File: src/rtl/angle_bias_kalman_filter_core_macros.svh
// ----------------------------------------------------------------------------
// angle_bias_kalman_filter_core_macros
// assertion macros for the angle and bias filter core
// ----------------------------------------------------------------------------
`ifndef ANGLE_BIAS_KALMAN_FILTER_CORE_MACROS_SVH
`define ANGLE_BIAS_KALMAN_FILTER_CORE_MACROS_SVH
`ifndef SYNTH
`define ABK_ASSERT_IMPL(label, clk, rst, ante, cons) \
  label: assert property (@(posedge clk) disable iff (rst) (ante) |-> (cons)) \
    else $error("assertion failed");
`define ABK_ASSERT_NEXT(label, clk, rst, ante, cons) \
  label: assert property (@(posedge clk) disable iff (rst) (ante) |=> (cons)) \
    else $error("assertion failed");
`else
`define ABK_ASSERT_IMPL(label, clk, rst, ante, cons)
`define ABK_ASSERT_NEXT(label, clk, rst, ante, cons)
`endif
`endif

File: src/rtl/abkf_pkg.sv
// ----------------------------------------------------------------------------
// abkf_pkg
// shared types and constants of the angle and bias filter
// ----------------------------------------------------------------------------
package abkf_pkg;
  localparam int unsigned CFG_IDX_W = 2;
  localparam logic [CFG_IDX_W-1:0] REG_ANGLE_NOISE = 2'd0;
  localparam logic [CFG_IDX_W-1:0] REG_BIAS_NOISE  = 2'd1;
  localparam logic [CFG_IDX_W-1:0] REG_MEAS_NOISE  = 2'd2;
  localparam logic [30:0] ANGLE_NOISE_RST = 31'd66;
  localparam logic [30:0] BIAS_NOISE_RST  = 31'd197;
  localparam logic [30:0] MEAS_NOISE_RST  = 31'd1966;

  // sample word: first field sits at the top of the packed payload
  typedef struct packed {
    logic signed [31:0] measured_angle;
    logic signed [31:0] measured_rate;
    logic [20:0]        time_step;
  } sample_word_t;

  // estimate word
  typedef struct packed {
    logic signed [31:0] angle_estimate;
    logic signed [31:0] corrected_rate;
  } estimate_word_t;

  typedef enum logic [4:0] {
    ST_IDLE, ST_RATE, ST_M_ANG, ST_ANG, ST_M_P11, ST_INNER, ST_M_P00,
    ST_P00, ST_M_P11N, ST_PREDC, ST_S, ST_DIV0, ST_GAIN0, ST_DIV1,
    ST_GAIN1, ST_Y, ST_M_K0Y, ST_A0, ST_M_K1Y, ST_A1, ST_M_K0P00,
    ST_C0, ST_M_K0P01, ST_C1, ST_M_K1P00, ST_C2, ST_M_K1P01, ST_C3, ST_OUT
  } state_t;

  // one datapath step per controller state
  typedef struct packed {
    state_t step;
    logic   div_start;
  } cmd_t;

  typedef struct packed {
    logic div_done;
  } stat_t;

  function automatic logic signed [31:0] sat32(input logic signed [65:0] v);
    if (v > 66'sd2147483647) return 32'sh7fffffff;
    if (v < -66'sd2147483648) return 32'sh80000000;
    return v[31:0];
  endfunction
endpackage

File: src/rtl/abkf_ctrl.sv
// ----------------------------------------------------------------------------
// abkf_ctrl
// sequencer stepping the datapath through one filter update
// ----------------------------------------------------------------------------
module abkf_ctrl (
  input  logic            clk,
  input  logic            rst,
  input  logic            in_valid,
  output logic            in_ready,
  output logic            out_load,
  input  logic            out_busy,
  output abkf_pkg::cmd_t  cmd,
  input  abkf_pkg::stat_t stat
);
  import abkf_pkg::*;
  `include "angle_bias_kalman_filter_core_macros.svh"

  state_t state, state_next;

  always_ff @(posedge clk) begin
    if (rst) state <= ST_IDLE;
    else state <= state_next;
  end

  always_comb begin
    state_next = state;
    cmd.step = state;
    cmd.div_start = 1'b0;
    in_ready = 1'b0;
    out_load = 1'b0;
    case (state)
      ST_IDLE: begin
        in_ready = 1'b1;
        if (in_valid) state_next = ST_RATE;
      end
      ST_S: begin
        cmd.div_start = 1'b1;
        state_next = ST_DIV0;
      end
      ST_DIV0: if (stat.div_done) state_next = ST_GAIN0;
      ST_GAIN0: begin
        cmd.div_start = 1'b1;
        state_next = ST_DIV1;
      end
      ST_DIV1: if (stat.div_done) state_next = ST_GAIN1;
      ST_OUT: begin
        if (!out_busy) begin
          out_load = 1'b1;
          state_next = ST_IDLE;
        end
      end
      default: state_next = state_t'(state + 5'd1);
    endcase
  end

  `ABK_ASSERT_IMPL(a_ready_idle, clk, rst, in_ready, state == ST_IDLE)
  `ABK_ASSERT_NEXT(a_accept_go, clk, rst, in_ready && in_valid, state == ST_RATE)
  `ABK_ASSERT_IMPL(a_load_out, clk, rst, out_load, state == ST_OUT && !out_busy)
endmodule

File: config.mk
export PLATFORM = sky130hd
export DESIGN_NAME = abkf_ctrl
export DESIGN_NICKNAME = d
export VERILOG_FILES = /design/src/rtl/abkf_pkg.sv /design/src/rtl/abkf_ctrl.sv
export VERILOG_INCLUDE_DIRS = /design/src /design/src/rtl
export SDC_FILE = /design/constraint.sdc
export NUM_CORES = 1
export LEC_CHECK = 0
export BUFFER_PORTS_ARGS = -buffer_cell sky130_fd_sc_hd__clkbuf_2
export CORE_AREA = 2 2 39 41
export CTS_CLUSTER_DIAMETER = 100
export DETAILED_ROUTE_END_ITERATION = 16
export DIE_AREA = 0 0 41 43
export SETUP_SLACK_MARGIN = 0.02
export SLEW_MARGIN = 20
export SYNTH_ARGS = -nofsm -noshare
export SYNTH_HDL_FRONTEND = slang
export SYNTH_SLANG_ARGS = --single-unit
export TNS_END_PERCENT = 100
File: constraint.sdc
create_clock -name clk -period 1.9 [get_ports clk]
set_clock_uncertainty 0.15 [all_clocks]
set_input_delay 0.19 -clock clk [delete_from_list [all_inputs] [get_ports clk]]
set_output_delay 0.19 -clock clk [all_outputs]
set_load 0.05 [all_outputs]
### After elaboration in Yosys (flattened, before gate mapping)

Cells that the tools add are included.

* flip-flop bits (word level): 5
* bits in latches: 0
* bits in writable memories: 0
* memory bits (read-only): 0
* input port bits: 5
* output and inout bits: 8
* logic and storage cells: 23
* memories: 0

* add/subtract/negate cells: 1
* multiply operators: 0
* divide/modulo/power cells: 0
* magnitude comparators: 0
* equality and inequality tests: 9
* shift operators: 0
* muxes and demuxes: 9
* bitwise logic cells: 0
* reduce and logical (&&, ||, !) cells: 3

Operators with widths (count)
* $pmux W5 S6: 1
* $eq A5 B4 Y1 const B: 4
* $mux W5: 4
* $ne A2 B2 Y1 const B: 4
* $add A5 B1 Y5 const B: 1
* $eq A5 B5 Y1 const B: 1
* $logic_not A5 Y1: 1
* $mux W1: 4
* $reduce_and A4 Y1: 1
* $reduce_or A2 Y1: 1

### Longest topological paths before layout

* depth after elaboration: 3
* depth in mapped cells: 7
* depth with buffers taken out: 6

### Worst setup path before layout

OpenSTA, ideal clock, no wires.

* path type: reg-to-reg
* start: register state[0]
* end: register state[0]
* setup time: 0.091 ns
* data arrival time: 2.721 ns
* data required time: 1.659 ns
* slack: -1.062 ns
* stages on the path, launching flop included: 7
* buffers on the path: 0
* period minus slack after synthesis: 2.962 ns
* path through: dfxtp_1 -> inv_1 -> ha_1 -> nor4b_2 -> a22oi_2 -> and2_4 -> a311oi_1

* word-level cells in the longest chain between the ends: 3

RTL lines
* from (decl): line abkf_ctrl.sv:18 `state_t state, state_next;`
* from (signal assigned): line abkf_ctrl.sv:22 `else state <= state_next;`
* branches (longest 3 deep; another with $add A5 B1 Y5)

Several ways; the timed one is not identified.
A chain may end at the register's enable or synchronous reset.

### Final worst setup path

* start: register state[1]
* end: output port in_ready

* word-level cells in the longest chain between the ends: 2

RTL lines
* $logic_not A5 Y1: line abkf_ctrl.sv:31 `case (state)`
* $mux W1: line abkf_ctrl.sv:31
* to (decl): line abkf_ctrl.sv:9 `output logic in_ready,`

No other way between the ends.

==> results.sh <==
export IMPL_clkTransAtPathRegs_ps=40
export IMPL_grt_overflow_total=0
export IMPL_report_final_slew_viol_count=0
export IMPL_clk_insertion_delay_late_ps=240
export IMPL_hp_class="in -> reg"
export IMPL_fin_crit_ps=1800
export IMPL_drt_first_pass_iters=4
export IMPL_rows=14
export IMPL_yosys_warnings=0
export IMPL_crit_start="state[1]$_SDFFE_PP0P_"
export IMPL_drc=0
export IMPL_post_dp_cell_area_sq_um=624
export IMPL_postLayoutCellArea_sq_um=668
export IMPL_cts_root_buf="clkbuf_4"
export IMPL_endpoint_kind="output port"
export IMPL_cp_start_kind="flip-flop"
export IMPL_grt_max_degree=17
export IMPL_synthTopCellsByArea="dfxtp_1 20%, ha_1 9.9%, mux2i_1 5.9%"
export IMPL_fin_cells=94
export IMPL_initial_utilization_pct=36.6
export IMPL_synth_common_cells="5 x dfxtp_1, 5 x inv_1"
export IMPL_crit_slowest_cell="dfxtp_4"
export IMPL_cts_buffers_inserted=3
export IMPL_hold_path_depth=2
export IMPL_syn_cell_area_sq_um=507
export IMPL_dp_cells=89
export IMPL_grt_pass1_vias=474
export IMPL_relSlewSlack_pct=74.7
export IMPL_synth_ff_type="dfxtp_1"
export IMPL_drive_above_1_share_pct=42.3
export IMPL_synth_largest_area_cell="dfxtp_1"
export IMPL_h_tree_depth=1
export IMPL_syn_inst=63
export IMPL_setup_viol=0
export IMPL_p_per_area_nw_per_um2=1930
export IMPL_clock_path_buffers=2
export IMPL_synthDistinctLibCells=35
export IMPL_wl_per_cell_microns=13.3
export IMPL_cts_tree="yes"
export IMPL_endpoint="in_ready"
export IMPL_grt_use_total_pct=16.9
export IMPL_cp_cell_sequence="inv_4 -> ha_4 -> nor4b_4 -> buf_4 -> clkbuf_4"
export IMPL_period_share_pct=94.7
export IMPL_cp_depth=5
export IMPL_cpPeakStageDelay_ps=360
export IMPL_core_area_sq_um=1380
export IMPL_largest_reg_flops=5
export IMPL_leakagePower_nw=0.270
export IMPL_die_h_microns=43
export IMPL_drt_total_wl_mm=1.25
export IMPL_synth_seq_area_share_pct=19.8
export IMPL_crit_family="buffers and inverters"
export IMPL_hold_violations=0
export IMPL_top_level_ports=13
export IMPL_dp_hpwl_microns=933
export IMPL_synth_avg_cell_area_sq_um=8.04
export IMPL_finalNetCount=88
export IMPL_path_max_fanout=9
export IMPL_antenna_cells=0
export IMPL_synth_top_area_share_pct=19.8
export IMPL_drtIter0Drc=15
export IMPL_async_flop_share_pct=0
export IMPL_syn_nets=72
export IMPL_place_gp_congestion=0.767
export IMPL_viasPerCell=5.68
export IMPL_synth_edff_count=0
export IMPL_cts_sinks=5
export IMPL_ant_nets=0
export IMPL_vdd_drop_max_uv=809
export IMPL_area_growth_pct=31.9
export IMPL_ys_ff_latch=5
export IMPL_cts_hold_buf=0
export IMPL_cap_violations=0
export IMPL_dieArea_sq_um=1760
export IMPL_reg_top3="state x5"
export IMPL_crit_type="reg -> out"
export IMPL_rr_endpoint="state[0]$_SDFFE_PP0P_"
export IMPL_worst_slack_ps=100
export IMPL_antenna_found_initial=0
export IMPL_grt_setup_unrepaired="true"
export IMPL_reg2reg_slack_ps=120
export IMPL_worst_pin_slew_ps=379
export IMPL_cp_arrival_ps=1460
export IMPL_status="finished clean"
export IMPL_port_buffers=12
export IMPL_grt_pass1_wl_mm=2.07
export IMPL_reg2reg_depth=7
export IMPL_largest_register="state"
export IMPL_crit_reg2reg_launch="state[0]$_SDFFE_PP0P_"
export IMPL_worst_path_buf_inv=3
export IMPL_required_ps=1560
export IMPL_via_count=534
export IMPL_dp_slack_ps=173
export IMPL_max_freq_mhz=556
export IMPL_fp_dieW_microns=41
==> layout make-up <==
class | count | area (sq um)
Multi-Input combinational cell | 49 | 393
Sequential cell | 5 | 114
Tap cell | 16 | 20.0
Clock buffer | 4 | 26.3
Timing Repair Buffer | 15 | 91.3
Inverter | 5 | 23.8
Fill cell | 145 | 716
==> where the power goes <==
group	internal, mW	switching (mW)	total [mW]
clock network	0.0793	0.0421	0.121
registers	0.157	0.0976	0.255
logic	0.382	0.534	0.916
==> what timing repair did <==
action                     CTS  global route
setup buffers                0             1
resized for setup            1             5
setup endpoints to repair    1             2
==> cells by family after synthesis <==
| kind of cell | share of synthesized area (%) |
|---|---|
| AND/OR/NAND/NOR | 29.4 |
| XOR/XNOR | 1.73 |
| flip-flops | 19.8 |
| adder cells (fa/ha/maj) | 9.88 |
| buffers and inverters | 8.39 |
| multiplexers | 5.93 |
| AO/OA/AOI/OAI | 24.9 |
==> cell usage in the layout (no fill, tap or decap), drive strengths merged, types with 3 or more instances in the layout <==
| cell | netlist | routed |
|---|---|---|
| dfxtp | 5 | 5 |
| nand2b | 3 | 3 |
| a21oi | 4 | 4 |
| nand3 | 4 | 4 |
| nand2 | 4 | 4 |
| inv | 5 | 5 |
| clkbuf | 3 | 15 |
| mux2i | 3 | 3 |
| ha | 4 | 4 |
| buf | 1 | 4 |
| nor2b | 3 | 3 |
| nor2 | 3 | 3 |
==> through the flow <==
| step | hold slack (ps) | util, % | TNS (ps) | power (mW) |
|---|---|---|---|---|
| 3_5_place_dp | 313 | 45.1 | 0 | 1.13 |
| 6_report | 74.1 | 48.3 | 0 | 1.29 |
| 3_3_place_gp | 311 | 45.1 | 0 | 1.14 |
| 5_1_grt | 71.8 | 48.3 | 0 | 1.40 |
| 4_1_cts | 59.8 | 47.2 | 0 | 1.26 |
| 2_1_floorplan | 102 | - | -965 | 0.957 |
==> per-layer routing <==
layer  vias up  GRT usage [%]  part of all wire, %
li1        269              -                    -
met1       253           24.8                   48
met2        12           23.4                   48
met3         0           6.28                  3.8
met4         0           2.67                    0
met5         -              0                    0
==> worst min path at each step <==
stage	from	end	slack [ps]
3_3_place_gp	rst	state[1]$_SDFFE_PP0P_	310
4_1_cts	rst	state[4]$_SDFFE_PP0P_	60
5_1_grt	rst	state[0]$_SDFFE_PP0P_	70
6_report	rst	state[4]$_SDFFE_PP0P_	70
3_5_place_dp	rst	state[0]$_SDFFE_PP0P_	310
2_1_floorplan	rst	state[0]$_SDFFE_PP0P_	100
No activity file was read; power rests on OpenSTA's default activity.
